### config.mk
export PLATFORM = sky130hd
export DESIGN_NAME = multi_stop_gradient_color_unit
export DESIGN_NICKNAME = d
export VERILOG_FILES = /design/src/rtl/msg_pkg.sv /design/src/rtl/msg_stop_regs.sv /design/src/rtl/msg_locate.sv /design/src/rtl/msg_divider.sv /design/src/rtl/msg_blend.sv /design/src/rtl/multi_stop_gradient_color_unit.sv
export SDC_FILE = /design/constraint.sdc
export NUM_CORES = 2
export LEC_CHECK = 0
export ABC_CLOCK_PERIOD_IN_PS = 6500
export BUFFER_PORTS_ARGS = -buffer_cell sky130_fd_sc_hd__buf_2
export CORE_ASPECT_RATIO = 1.75
export CORE_MARGIN = 2
export CORE_UTILIZATION = 30
export DETAILED_ROUTE_END_ITERATION = 16
export PLACE_DENSITY = 0.45
export SETUP_SLACK_MARGIN = 0.15
export SLEW_MARGIN = 20
export SYNTH_ARGS = -nofsm -noshare
export SYNTH_HDL_FRONTEND = slang
export SYNTH_SLANG_ARGS = --single-unit
### constraint.sdc
create_clock -name clk_i -period 6.5 [get_ports clk_i]
set_input_delay 1.3 -clock clk_i [delete_from_list [all_inputs] [get_ports clk_i]]
set_output_delay 1.3 -clock clk_i [all_outputs]
set_load 0.02 [all_outputs]
### src/rtl/msg_pkg.sv
`timescale 1ns / 1ps
`default_nettype none
// ----------------------------------------------------------------------------
// msg_pkg
// Shared widths, register indexes and types of the multi-stop gradient unit.
// ----------------------------------------------------------------------------
package msg_pkg;

  // Parameter defaults
  localparam int MAX_STOPS_DEF = 4;
  localparam int POS_BITS_DEF  = 12;

  // Configuration port
  localparam int CFG_IDX_W      = 3;
  localparam int CFG_DATA_W     = 32;
  localparam int NUM_STOP_REGS  = 4;

  // Register fields
  localparam int LEN_W      = 12;
  localparam int CNT_W      = 3;
  localparam int FRAC_W     = 8;
  localparam int FRAC_SHIFT = 8;
  localparam int COLOR_W    = 24;
  localparam int CH_W       = 8;
  localparam int NUM_CH     = 3;

  // A stop pixel is (fraction * length) >> 8.
  localparam int PIX_W = FRAC_W + LEN_W - FRAC_SHIFT;

  // Mix weight divider: quotient bits resolved per pipeline stage.
  localparam int Q_W        = 8;
  localparam int DIV_STEPS  = 2;
  localparam int DIV_STAGES = Q_W / DIV_STEPS;
  localparam int NUM_W      = PIX_W + Q_W;

  // Channel blend and divide-by-255 approximation
  localparam int              BLEND_W    = 2 * CH_W;
  localparam int              UDIV_W     = 32;
  localparam logic [BLEND_W-1:0] UDIV_MUL = 16'h8081;
  localparam int              UDIV_SHIFT = 23;
  localparam logic [CH_W-1:0] MIX_FULL   = 8'd255;

  typedef enum logic [CFG_IDX_W-1:0] {
    REG_LENGTH = 3'd0,
    REG_COUNT  = 3'd1,
    REG_STOP0  = 3'd2,
    REG_STOP1  = 3'd3,
    REG_STOP2  = 3'd4,
    REG_STOP3  = 3'd5
  } cfg_reg_e;

  // Lower and upper color of the segment that an item falls in.
  typedef struct packed {
    logic [COLOR_W-1:0] c0;
    logic [COLOR_W-1:0] c1;
  } color_pair_t;

endpackage
`default_nettype wire

### src/rtl/msg_stop_regs.sv
`timescale 1ns / 1ps
`default_nettype none
// ----------------------------------------------------------------------------
// msg_stop_regs
// Configuration registers, with per-stop pixel positions and the index of the
// last stop in use kept in registers derived from them.
// ----------------------------------------------------------------------------
module msg_stop_regs #(
  parameter int MAX_STOPS = msg_pkg::MAX_STOPS_DEF
) (
  input  logic                           clk_i,
  input  logic                           rst_ni,
  input  logic                           cfg_we_i,
  input  logic [msg_pkg::CFG_IDX_W-1:0]  cfg_idx_i,
  input  logic [msg_pkg::CFG_DATA_W-1:0] cfg_wdata_i,
  output logic [msg_pkg::PIX_W-1:0]      pix_o   [MAX_STOPS],
  output logic [msg_pkg::COLOR_W-1:0]    color_o [MAX_STOPS],
  output logic [$clog2(MAX_STOPS)-1:0]   last_o
);
  import msg_pkg::*;

  localparam int IDX_W  = $clog2(MAX_STOPS);
  localparam int PROD_W = FRAC_W + LEN_W;

  logic [LEN_W-1:0]      len_q;
  logic [CNT_W-1:0]      cnt_q;
  logic [CFG_DATA_W-1:0] stop_val [MAX_STOPS];
  logic [IDX_W-1:0]      last_d, last_q;

  always_ff @(posedge clk_i or negedge rst_ni) begin
    if (!rst_ni) begin
      len_q <= LEN_W'(256);
      cnt_q <= CNT_W'(2);
    end else if (cfg_we_i) begin
      unique case (cfg_idx_i)
        REG_LENGTH: len_q <= cfg_wdata_i[LEN_W-1:0];
        REG_COUNT:  cnt_q <= cfg_wdata_i[CNT_W-1:0];
        default: ;
      endcase
    end
  end

  for (genvar e = 0; e < MAX_STOPS; e++) begin : g_stop
    logic [PROD_W-1:0] prod;
    logic [PIX_W-1:0]  pix_q;

    if (e < NUM_STOP_REGS) begin : g_reg
      logic [CFG_DATA_W-1:0] stop_q;
      always_ff @(posedge clk_i or negedge rst_ni) begin
        if (!rst_ni) begin
          stop_q <= '0;
        end else if (cfg_we_i && cfg_idx_i == CFG_IDX_W'(int'(REG_STOP0) + e)) begin
          stop_q <= cfg_wdata_i;
        end
      end
      assign stop_val[e] = stop_q;
    end else begin : g_none
      // Stops without a register keep their reset value.
      assign stop_val[e] = '0;
    end

    assign prod = PROD_W'(stop_val[e][CFG_DATA_W-1 -: FRAC_W]) * PROD_W'(len_q);

    always_ff @(posedge clk_i or negedge rst_ni) begin
      if (!rst_ni) begin
        pix_q <= '0;
      end else begin
        pix_q <= prod[PROD_W-1:FRAC_SHIFT];
      end
    end

    assign pix_o[e]   = pix_q;
    assign color_o[e] = stop_val[e][COLOR_W-1:0];
  end

  // A count of zero acts as one stop; a count above the limit saturates.
  always_comb begin
    if (cnt_q == '0) begin
      last_d = '0;
    end else if (int'(cnt_q) >= MAX_STOPS) begin
      last_d = IDX_W'(MAX_STOPS - 1);
    end else begin
      last_d = IDX_W'(cnt_q - CNT_W'(1));
    end
  end

  always_ff @(posedge clk_i or negedge rst_ni) begin
    if (!rst_ni) begin
      last_q <= IDX_W'(1);
    end else begin
      last_q <= last_d;
    end
  end

  assign last_o = last_q;

endmodule
`default_nettype wire

### src/rtl/msg_locate.sv
`timescale 1ns / 1ps
`default_nettype none
// ----------------------------------------------------------------------------
// msg_locate
// Three pipeline stages: capture the position, find the segment and its
// colors, then form the offset and span handed to the mix divider.
// ----------------------------------------------------------------------------
module msg_locate #(
  parameter int MAX_STOPS = msg_pkg::MAX_STOPS_DEF,
  parameter int POS_BITS  = msg_pkg::POS_BITS_DEF
) (
  input  logic                         clk_i,
  input  logic                         rst_ni,
  input  logic                         in_valid_i,
  output logic                         in_ready_o,
  input  logic [POS_BITS-1:0]          position_i,
  input  logic [msg_pkg::PIX_W-1:0]    pix_i   [MAX_STOPS],
  input  logic [msg_pkg::COLOR_W-1:0]  color_i [MAX_STOPS],
  input  logic [$clog2(MAX_STOPS)-1:0] last_i,
  output logic                         out_valid_o,
  input  logic                         out_ready_i,
  output logic [msg_pkg::PIX_W-1:0]    d_o,
  output logic [msg_pkg::PIX_W-1:0]    den_o,
  output msg_pkg::color_pair_t         colors_o
);
  import msg_pkg::*;

  localparam int IDX_W = $clog2(MAX_STOPS);
  localparam int CMP_W = (POS_BITS > PIX_W) ? POS_BITS : PIX_W;

  logic en1, en2, en3;
  logic v1_q, v2_q, v3_q;

  logic [POS_BITS-1:0] pos1_q;

  logic [CMP_W-1:0] pos_ext;
  logic [IDX_W-1:0] seg;
  logic             clamp_d;
  logic [PIX_W-1:0] lo_d, hi_d;
  color_pair_t      col_d;

  logic             clamp2_q;
  logic [CMP_W-1:0] pos2_q;
  logic [PIX_W-1:0] lo2_q, hi2_q;
  color_pair_t      col2_q;

  logic [PIX_W-1:0] d_d, den_d;
  logic [PIX_W-1:0] d3_q, den3_q;
  color_pair_t      col3_q;

  assign en3        = !v3_q || out_ready_i;
  assign en2        = !v2_q || en3;
  assign en1        = !v1_q || en2;
  assign in_ready_o = en1;

  always_ff @(posedge clk_i or negedge rst_ni) begin
    if (!rst_ni) begin
      v1_q <= 1'b0;
      v2_q <= 1'b0;
      v3_q <= 1'b0;
    end else begin
      if (en1) v1_q <= in_valid_i;
      if (en2) v2_q <= v1_q;
      if (en3) v3_q <= v2_q;
    end
  end

  always_ff @(posedge clk_i) begin
    if (en1) pos1_q <= position_i;
  end

  assign pos_ext = CMP_W'(pos1_q);

  // First inner stop at or beyond the position; the last stop otherwise.
  always_comb begin
    seg = last_i;
    for (int k = MAX_STOPS - 1; k >= 1; k--) begin
      if (k < int'(last_i) && pos_ext <= CMP_W'(pix_i[k])) begin
        seg = IDX_W'(k);
      end
    end
  end

  always_comb begin
    clamp_d = 1'b0;
    lo_d    = pix_i[seg - IDX_W'(1)];
    hi_d    = pix_i[seg];
    col_d.c0 = color_i[seg - IDX_W'(1)];
    col_d.c1 = color_i[seg];
    if (pos_ext <= CMP_W'(pix_i[0])) begin
      clamp_d  = 1'b1;
      col_d.c0 = color_i[0];
      col_d.c1 = color_i[0];
    end else if (pos_ext >= CMP_W'(pix_i[last_i])) begin
      clamp_d  = 1'b1;
      col_d.c0 = color_i[last_i];
      col_d.c1 = color_i[last_i];
    end
  end

  always_ff @(posedge clk_i) begin
    if (en2) begin
      clamp2_q <= clamp_d;
      pos2_q   <= pos_ext;
      lo2_q    <= lo_d;
      hi2_q    <= hi_d;
      col2_q   <= col_d;
    end
  end

  // A clamped item gets a zero weight, which returns the lower color as is.
  // Inside a segment the position lies at or below the upper stop, so the offset
  // fits the pixel width.
  always_comb begin
    if (clamp2_q) begin
      d_d   = '0;
      den_d = PIX_W'(1);
    end else begin
      d_d   = PIX_W'(pos2_q - CMP_W'(lo2_q));
      den_d = hi2_q - lo2_q;
    end
  end

  always_ff @(posedge clk_i) begin
    if (en3) begin
      d3_q   <= d_d;
      den3_q <= den_d;
      col3_q <= col2_q;
    end
  end

  assign out_valid_o = v3_q;
  assign d_o         = d3_q;
  assign den_o       = den3_q;
  assign colors_o    = col3_q;

endmodule
`default_nettype wire

### src/rtl/msg_divider.sv
`timescale 1ns / 1ps
`default_nettype none
// ----------------------------------------------------------------------------
// msg_divider
// Pipelined restoring divider for the mix weight (offset * 255) / span.
// The quotient is at most 255, so eight bits resolve it, two bits per stage.
// ----------------------------------------------------------------------------
module msg_divider (
  input  logic                      clk_i,
  input  logic                      rst_ni,
  input  logic                      in_valid_i,
  output logic                      in_ready_o,
  input  logic [msg_pkg::PIX_W-1:0] d_i,
  input  logic [msg_pkg::PIX_W-1:0] den_i,
  input  msg_pkg::color_pair_t      colors_i,
  output logic                      out_valid_o,
  input  logic                      out_ready_i,
  output logic [msg_pkg::Q_W-1:0]   mix_o,
  output msg_pkg::color_pair_t      colors_o
);
  import msg_pkg::*;

  logic [DIV_STAGES+1:0] rdy;
  logic [DIV_STAGES:0]   vld;

  logic [NUM_W-1:0] rem [DIV_STAGES];
  logic [PIX_W-1:0] den [DIV_STAGES];
  logic [Q_W-1:0]   quo [DIV_STAGES+1];
  color_pair_t      col [DIV_STAGES+1];

  logic [NUM_W-1:0] num_d;

  assign rdy[DIV_STAGES+1] = out_ready_i;
  assign in_ready_o        = rdy[0];

  for (genvar s = 0; s <= DIV_STAGES; s++) begin : g_rdy
    assign rdy[s] = !vld[s] || rdy[s+1];
  end

  // Stage zero forms the dividend as offset * 256 - offset.
  assign num_d = {d_i, Q_W'(0)} - NUM_W'(d_i);

  logic        v0_q;
  logic [NUM_W-1:0] num0_q;
  logic [PIX_W-1:0] den0_q;
  color_pair_t      col0_q;

  always_ff @(posedge clk_i or negedge rst_ni) begin
    if (!rst_ni) begin
      v0_q <= 1'b0;
    end else if (rdy[0]) begin
      v0_q <= in_valid_i;
    end
  end

  always_ff @(posedge clk_i) begin
    if (rdy[0]) begin
      num0_q <= num_d;
      den0_q <= den_i;
      col0_q <= colors_i;
    end
  end

  assign vld[0] = v0_q;
  assign rem[0] = num0_q;
  assign den[0] = den0_q;
  assign quo[0] = '0;
  assign col[0] = col0_q;

  for (genvar s = 1; s <= DIV_STAGES; s++) begin : g_step
    logic [NUM_W-1:0] r;
    logic [NUM_W-1:0] sh;
    logic [Q_W-1:0]   qq;
    logic             v_q;
    logic [Q_W-1:0]   q_q;
    color_pair_t      c_q;

    // Quotient bits come most significant first and shift in from the right.
    always_comb begin
      r  = rem[s-1];
      qq = quo[s-1];
      sh = '0;
      for (int j = 0; j < DIV_STEPS; j++) begin
        sh = NUM_W'(den[s-1]) << (Q_W - 1 - ((s - 1) * DIV_STEPS + j));
        if (r >= sh) begin
          r  = r - sh;
          qq = {qq[Q_W-2:0], 1'b1};
        end else begin
          qq = {qq[Q_W-2:0], 1'b0};
        end
      end
    end

    always_ff @(posedge clk_i or negedge rst_ni) begin
      if (!rst_ni) begin
        v_q <= 1'b0;
      end else if (rdy[s]) begin
        v_q <= vld[s-1];
      end
    end

    always_ff @(posedge clk_i) begin
      if (rdy[s]) begin
        q_q <= qq;
        c_q <= col[s-1];
      end
    end

    assign vld[s] = v_q;
    assign quo[s] = q_q;
    assign col[s] = c_q;

    if (s < DIV_STAGES) begin : g_carry
      logic [NUM_W-1:0] rem_q;
      logic [PIX_W-1:0] den_q;
      always_ff @(posedge clk_i) begin
        if (rdy[s]) begin
          rem_q <= r;
          den_q <= den[s-1];
        end
      end
      assign rem[s] = rem_q;
      assign den[s] = den_q;
    end
  end

  assign out_valid_o = vld[DIV_STAGES];
  assign mix_o       = quo[DIV_STAGES];
  assign colors_o    = col[DIV_STAGES];

endmodule
`default_nettype wire

### src/rtl/msg_blend.sv
`timescale 1ns / 1ps
`default_nettype none
// ----------------------------------------------------------------------------
// msg_blend
// Weighted blend of the two segment colors per channel, then the
// divide-by-255 approximation, with the result held in the output register.
// ----------------------------------------------------------------------------
module msg_blend (
  input  logic                      clk_i,
  input  logic                      rst_ni,
  input  logic                      in_valid_i,
  output logic                      in_ready_o,
  input  logic [msg_pkg::Q_W-1:0]   mix_i,
  input  msg_pkg::color_pair_t      colors_i,
  output logic                      out_valid_o,
  input  logic                      out_ready_i,
  output logic [msg_pkg::CH_W-1:0]  red_o,
  output logic [msg_pkg::CH_W-1:0]  green_o,
  output logic [msg_pkg::CH_W-1:0]  blue_o
);
  import msg_pkg::*;

  logic en1, en2;
  logic v1_q, v2_q;

  logic [CH_W-1:0]    imix;
  logic [BLEND_W-1:0] sum_d [NUM_CH];
  logic [BLEND_W-1:0] sum_q [NUM_CH];
  logic [UDIV_W-1:0]  prod  [NUM_CH];
  logic [COLOR_W-1:0] rgb_d, rgb_q;

  assign en2        = !v2_q || out_ready_i;
  assign en1        = !v1_q || en2;
  assign in_ready_o = en1;

  always_ff @(posedge clk_i or negedge rst_ni) begin
    if (!rst_ni) begin
      v1_q <= 1'b0;
      v2_q <= 1'b0;
    end else begin
      if (en1) v1_q <= in_valid_i;
      if (en2) v2_q <= v1_q;
    end
  end

  assign imix = MIX_FULL - CH_W'(mix_i);

  // Channel 0 is red in the top byte of the color.
  always_comb begin
    for (int ch = 0; ch < NUM_CH; ch++) begin
      sum_d[ch] = BLEND_W'(colors_i.c1[COLOR_W-1-ch*CH_W -: CH_W]) * BLEND_W'(mix_i)
                + BLEND_W'(colors_i.c0[COLOR_W-1-ch*CH_W -: CH_W]) * BLEND_W'(imix);
    end
  end

  always_ff @(posedge clk_i) begin
    if (en1) sum_q <= sum_d;
  end

  always_comb begin
    for (int ch = 0; ch < NUM_CH; ch++) begin
      prod[ch] = UDIV_W'(sum_q[ch]) * UDIV_W'(UDIV_MUL);
      rgb_d[COLOR_W-1-ch*CH_W -: CH_W] = prod[ch][UDIV_SHIFT +: CH_W];
    end
  end

  always_ff @(posedge clk_i) begin
    if (en2) rgb_q <= rgb_d;
  end

  assign out_valid_o = v2_q;
  assign red_o       = rgb_q[COLOR_W-1 -: CH_W];
  assign green_o     = rgb_q[COLOR_W-1-CH_W -: CH_W];
  assign blue_o      = rgb_q[CH_W-1:0];

endmodule
`default_nettype wire

### src/rtl/multi_stop_gradient_color_unit.sv
`timescale 1ns / 1ps
`default_nettype none
// Pipeline: ten register stages, namely three locate stages, the dividend stage,
//   four divider stages (two quotient bits each), the blend stage and the
//   divide-by-255 output register.
// Throughput: one item per cycle while the output is not stalled; every stage
//   is a single registered step.
// Reset: registers take their reset values and the pipeline empties at once.
// ----------------------------------------------------------------------------
// multi_stop_gradient_color_unit
// Maps a position along a multi-stop linear gradient to an RGB888 color.
// ----------------------------------------------------------------------------
module multi_stop_gradient_color_unit #(
  parameter int MAX_STOPS = msg_pkg::MAX_STOPS_DEF,
  parameter int POS_BITS  = msg_pkg::POS_BITS_DEF
) (
  input  logic                           clk_i,
  input  logic                           rst_ni,
  input  logic                           cfg_we_i,
  input  logic [msg_pkg::CFG_IDX_W-1:0]  cfg_idx_i,
  input  logic [msg_pkg::CFG_DATA_W-1:0] cfg_wdata_i,
  input  logic                           in_valid_i,
  output logic                           in_stall_o,
  input  logic [POS_BITS-1:0]            position_i,
  output logic                           out_valid_o,
  input  logic                           out_stall_i,
  output logic [msg_pkg::CH_W-1:0]       red_o,
  output logic [msg_pkg::CH_W-1:0]       green_o,
  output logic [msg_pkg::CH_W-1:0]       blue_o
);
  import msg_pkg::*;

  localparam int IDX_W = $clog2(MAX_STOPS);

  logic [PIX_W-1:0]   pix   [MAX_STOPS];
  logic [COLOR_W-1:0] color [MAX_STOPS];
  logic [IDX_W-1:0]   last;

  logic        loc_ready;
  logic        loc_valid, div_ready;
  logic [PIX_W-1:0] loc_d, loc_den;
  color_pair_t loc_colors;

  logic        div_valid, bl_ready;
  logic [Q_W-1:0] div_mix;
  color_pair_t div_colors;

  msg_stop_regs #(
    .MAX_STOPS (MAX_STOPS)
  ) u_regs (
    .clk_i       (clk_i),
    .rst_ni      (rst_ni),
    .cfg_we_i    (cfg_we_i),
    .cfg_idx_i   (cfg_idx_i),
    .cfg_wdata_i (cfg_wdata_i),
    .pix_o       (pix),
    .color_o     (color),
    .last_o      (last)
  );

  msg_locate #(
    .MAX_STOPS (MAX_STOPS),
    .POS_BITS  (POS_BITS)
  ) u_locate (
    .clk_i       (clk_i),
    .rst_ni      (rst_ni),
    .in_valid_i  (in_valid_i),
    .in_ready_o  (loc_ready),
    .position_i  (position_i),
    .pix_i       (pix),
    .color_i     (color),
    .last_i      (last),
    .out_valid_o (loc_valid),
    .out_ready_i (div_ready),
    .d_o         (loc_d),
    .den_o       (loc_den),
    .colors_o    (loc_colors)
  );

  msg_divider u_div (
    .clk_i       (clk_i),
    .rst_ni      (rst_ni),
    .in_valid_i  (loc_valid),
    .in_ready_o  (div_ready),
    .d_i         (loc_d),
    .den_i       (loc_den),
    .colors_i    (loc_colors),
    .out_valid_o (div_valid),
    .out_ready_i (bl_ready),
    .mix_o       (div_mix),
    .colors_o    (div_colors)
  );

  msg_blend u_blend (
    .clk_i       (clk_i),
    .rst_ni      (rst_ni),
    .in_valid_i  (div_valid),
    .in_ready_o  (bl_ready),
    .mix_i       (div_mix),
    .colors_i    (div_colors),
    .out_valid_o (out_valid_o),
    .out_ready_i (!out_stall_i),
    .red_o       (red_o),
    .green_o     (green_o),
    .blue_o      (blue_o)
  );

  assign in_stall_o = !loc_ready;

endmodule
`default_nettype wire

# [After elaboration in Yosys (flattened, before gate mapping)]
# Index checks and enable logic that the tools add are counted.
[word_totals] regBits=832 inputBits=52 elab_cells=185
[classes] addsub=16 multipliers=13 magnitude_cmp=18 n_eq_ne=5 mux=40 bitwise_logic=3 reduce_logical=32
[op_table] cell="$bmux 24 s2" n=3
[op_table] cell="$mux 24" n=6
[op_table] cell="$mux 20" n=7
[op_table] cell="$mul 8x8->16" n=6
[op_table] cell="$mux 48" n=2
[op_table] cell="$mul 16x16->31 const B" n=3
[op_table] cell="$mul 8x12->20" n=4
[op_table] cell="$bmux 12 s2" n=3
[op_table] cell="$mux 12" n=6
[op_table] cell="$add 16x16->16" n=3
[op_table] cell="$le 12x12->1" n=3
[op_table] cell="$sub 12x12->12" n=2
[op_table] cell="$ge 20x12->1" n=1
[op_table] cell="$ge 20x13->1" n=1
[op_table] cell="$ge 20x14->1" n=1
[op_table] cell="$ge 20x15->1" n=1
[op_table] cell="$ge 20x16->1" n=1
[op_table] cell="$ge 20x17->1" n=1
[op_table] cell="$ge 20x18->1" n=1
[op_table] cell="$ge 20x19->1" n=1
[op_table] cell="$sub 20x12->20" n=1
[op_table] cell="$sub 20x13->20" n=1
[op_table] cell="$sub 20x14->20" n=1
[op_table] cell="$sub 20x15->20" n=1
[op_table] cell="other kinds (21)" n=67

# [Depth between registers and ports, before layout]
[logic_depth] depth_word=12 mapped_depth=23 depth_no_buf=22

# [Hierarchy]
# From an unflattened synthesis, not the netlist that was laid out.
[hier_totals] hier_cells=6145 hier_area_um2=67840.1
[modules_own_cells] mod="msg_stop_regs" instances=1 cells_each=1794 area_each_um2=18830.6 seq_area_each_um2=4833.4
[modules_own_cells] mod="msg_divider" instances=1 cells_each=1356 area_each_um2=18530.3 seq_area_each_um2=11776.3
[modules_own_cells] mod="msg_blend" instances=1 cells_each=1860 area_each_um2=18491.5 seq_area_each_um2=2212.1
[modules_own_cells] mod="msg_locate" instances=1 cells_each=1133 area_each_um2=11980.2 seq_area_each_um2=5149.9
[modules_own_cells] mod="multi_stop_gradient_color_unit" instances=1 cells_each=2 area_each_um2=7.5 seq_area_each_um2=0.0

# [Worst setup path before layout]
# No wires, ideal clock.
[synth_timing] path_type="in2reg" start="input port out_stall_i" end="register u_locate.clamp2_q, enable pin" arrival_ns=6.438 required_ns=5.667 slack_ns=-0.770 path_stages=5 path_buffers=0 cell_sequence="and3_1 -> and3_1 -> nand4_1 -> nor2_1 -> nand2_1"
[synth_via] elab_chain_cells=10
[synth_rtl] item="from (decl)" line_no="multi_stop_gradient_color_unit.sv:26" source="input logic out_stall_i,"
[synth_rtl] item="$logic_not 1->1" line_no="multi_stop_gradient_color_unit.sv:102" source=".out_ready_i (!out_stall_i),"
[synth_rtl] item="$logic_or 1x1->1" line_no="msg_blend.sv:32" source="assign en2 = !v2_q || out_ready_i;"
[synth_rtl] item="$logic_or 1x1->1" line_no="msg_blend.sv:33" source="assign en1 = !v1_q || en2;"
[synth_rtl] item="$logic_or 1x1->1 (5 in a row)" line_no="msg_divider.sv:37" source="assign rdy[s] = !vld[s] || rdy[s+1];"
[synth_rtl] item="via div_ready" line_no="multi_stop_gradient_color_unit.sv:40" source="logic loc_valid, div_ready;"
[synth_rtl] item="$logic_or 1x1->1" line_no="msg_locate.sv:51" source="assign en3 = !v3_q || out_ready_i;"
[synth_rtl] item="$logic_or 1x1->1" line_no="msg_locate.sv:52" source="assign en2 = !v2_q || en3;"
[synth_rtl] item="via u_locate.en2" line_no="msg_locate.sv:31" source="logic en1, en2, en3;"
[synth_rtl] item="to (signal assigned)" line_no="msg_locate.sv:103" source="clamp2_q <= clamp_d;"
[synth_rtl] item="to (decl)" line_no="msg_locate.sv:42" source="logic clamp2_q;"
# The timed path passes the listed nets, and every way through them passes these cells.
# A chain may end at the register's enable or synchronous reset.

==> results.json <==
{
  "status": "finished, final reports clean",
  "drc": 0,
  "relSlewSlack": 0.262,
  "post-cts-setup-buffers": 0,
  "worstPathCellList": "buf_4 -> nand2_1 -> fa_1 -> fa_1 -> fa_1 -> fa_1 -> fa_1 -> fa_1 -> inv_1 -> ha_1 -> or2_2 -> a31oi_1 -> nor2b_1 -> o21ai_0 -> a21oi_1 -> xor2_1",
  "io_buffers": 77,
  "tightest_slew_ns": 1.10,
  "yosysSeqAreaShare": 0.370,
  "cts_tree": "yes",
  "dieArea_sq_mm": 0.220,
  "ys.flop_type": "edfxtp_1",
  "cts-root-buf": "clkbuf_16",
  "die_x_um": 356,
  "final_area_sq_mm": 0.0722,
  "cp_max_fo": 20,
  "hold_class": "flop to flop",
  "wl_um": 163000,
  "cts_buffers": 88,
  "grt_max_degree": 96,
  "fin_crit_sh": 0.916,
  "finalSetupTns_ns": 0,
  "dp_hpwl_um": 129000,
  "gp_congestion": 0.859,
  "vias_per_cell": 4.72,
  "cpMaxStageDelayCell": "edfxtp_1",
  "nFillCells": 21474,
  "grt_pass1_wl_um": 258000,
  "mostFrequentLayoutCells": "inv_1, ha_1, edfxtp_1",
  "slowest_delay_ns": 0.59,
  "grt_setup_unrepaired": "no",
  "final.setup_skew_ns": 0.0366,
  "fp.dieH_um": 619,
  "ant_nets": 0,
  "num_vias": 41159,
  "cts_hold_buffers": 0,
  "startpoint": "u_div.mix_o[5]$_DFFE_PP_",
  "track_usage": 0.151,
  "fmax_ghz": 0.168,
  "synth_warnings": 0,
  "drv_slew": 0,
  "antenna_found_initial": 14,
  "synthCells": 5697,
  "cp_top_family": "adder cells",
  "worstPathArrival_ns": 6.38,
  "clock_sinks": 832,
  "synth_cell_types": 86,
  "wl_per_cell_um": 18.7,
  "cp.required_ns": 6.93,
  "synth_seq_cells": 832,
  "final_hold_viol_count": 0,
  "synthArstFlopShare": 0.244,
  "placementRows": 225,
  "drive_above_1_share": 0.115,
  "reg2reg_from": "u_div.mix_o[5]$_DFFE_PP_",
  "syn_area_per_cell_sq_um": 11.4,
  "critPathMostFrequentCell": "fa_1",
  "hp-start": "u_div.col[64]$_DFFE_PP_",
  "drtIter0Drc": 1577,
  "htreeDepth": 3,
  "syn-cell-area_sq_mm": 0.0649,
  "clockBufferDepth": 3,
  "critical_path_class": "flop to flop",
  "syn2layout_area_growth_pct": 11.4,
  "insertion_delay_ns": 0.69,
  "startpoint_type": "flop",
  "setup_viol": 0,
  "cap_violations": 0,
  "placedInstanceArea_sq_mm": 0.0693,
  "overflow": 0,
  "core_sq_mm": 0.215,
  "ios": 78,
  "cp.buffers_inverters": 2,
  "first_global_vias": 45702,
  "clk_pin_slew_ns": 0.06,
  "synth_edf_count": 629,
  "start_util": 0.302,
  "firstDrtPassIters": 5,
  "cp-end-kind": "flop",
  "fin_nets": 7083,
  "fin_crit_ns": 5.95,
  "r2r_slack_ns": 0.55,
  "final_common_cell": "inv_1"
}
-- per-layer routing --
metal	up-vias	routed length (um)	global-route usage
met5	-	67	0
met4	14	7910	0.0680
met3	343	4570	0.0166
met2	656	93900	0.311
met1	20625	56400	0.145
li1	19521	-	-
-- registers in the layout, summed over array words and instances, names as in the netlist, 8 cells and up --
| register | flops |
|---|---|
| u_locate.lo2_q | 12 |
| u_div.num0_q | 20 |
| u_div.den0_q | 12 |
| u_div.g_step.g_carry.rem_q | 60 |
| u_regs.g_stop.g_reg.stop_q | 128 |
| u_regs.g_stop.pix_q | 48 |
| u_locate.pos1_q | 12 |
| u_locate.pos2_q | 12 |
| u_div.g_step.q_q | 12 |
| u_blend.rgb_q | 24 |
| u_locate.colors_o | 48 |
| u_locate.hi2_q | 12 |
| u_locate.den_o | 12 |
| u_locate.col2_q | 48 |
| u_locate.d_o | 12 |
| u_div.mix_o | 8 |
| u_div.col | 192 |
| u_div.colors_o | 48 |
| u_div.g_step.g_carry.den_q | 36 |
| u_blend.sum_q | 48 |
| u_regs.len_q | 12 |
-- layout make-up --
class,instances,area (sq um),area share
Sequential cell,832,24000,0.332
Clock inverter,48,485,0.00672
Antenna cell,3,7.51,0.000104
Multi-Input combinational cell,3873,37300,0.516
Tap cell,2837,3550,0.0491
Timing Repair Buffer,204,1490,0.0206
Inverter,801,3010,0.0417
Clock buffer,114,2420,0.0335
-- final timing paths --
path | to | depth (start not counted)
setup / recovery | u_blend.sum_q[13]$_DFFE_PP_ | 16
hold / removal | u_div.colors_o[16]$_DFFE_PP_ | 0
setup reg to reg | u_blend.sum_q[13]$_DFFE_PP_ | 16
hold reg to reg | u_div.colors_o[16]$_DFFE_PP_ | 0
max in group asynchronous | u_regs.g_stop[3].g_reg.stop_q[0]$_DFFE_PN0P_ | 2
min in group asynchronous | u_regs.g_stop[1].pix_q[10]$_DFF_PN0_ | 1
-- synth_stat cells, types with 31 or more instances --
cell type / n / area [sq um]
inv_1: 801 / 3010
ha_1: 698 / 8730
edfxtp_1: 629 / 18900
fa_1: 533 / 10700
nand2_1: 423 / 1590
and2_1: 293 / 1830
mux2_2: 217 / 2440
dfrtp_1: 200 / 5000
nor2_1: 197 / 739
nor2b_1: 177 / 1110
clkbuf_1: 172 / 646
o21ai_0: 165 / 826
a21oi_1: 150 / 751
xnor2_1: 147 / 1290
nand2b_1: 87 / 544
nor3_1: 65 / 325
mux2i_1: 59 / 591
xor2_1: 55 / 482
a21o_1: 53 / 398
nand3_1: 46 / 230
mux4_2: 36 / 811
a22o_1: 35 / 307
and3_1: 34 / 213
a31oi_1: 31 / 194
nand4_1: 31 / 194
-- timing repair --
action / in CTS / in global routing
resized for setup: 0 / 3
endpoints found under the setup margin: 0 / 16
endpoints found under the hold margin: 0 / 0
-- cells by family (layout without fill, tap and decap cells) --
family                     count (synthesis)  in the layout  synth area share
buffers and inverters                    994           1167            0.0580
muxes                                    324            324            0.0620
AOI/OAI and AO/OA                        655            655            0.0671
other                                      1              6         0.0000578
DFF                                      832            832             0.370
and+or+nand+nor                         1458           1458             0.117
xor gates and xnor gates                 202            202            0.0273
adders and majority gates               1231           1231             0.299
-- metrics by stage --
step / instances / util / hold slack [ns] / setup slack [ns]
5_1_grt: 8710 / 0.336 / 0.418 / 0.183
3_3_place_gp: 8547 / 0.323 / 0.400 / 0.550
6_report: 8712 / 0.336 / 0.406 / 0.547
4_1_cts: 8709 / 0.336 / 0.402 / 0.367
2_1_floorplan: 5699 / - / 0.395 / -0.249
3_5_place_dp: 8547 / 0.323 / 0.405 / 0.383
Power is not shown: default switching activity piles up to over one toggle a cycle in this logic, so the estimate is an artifact.
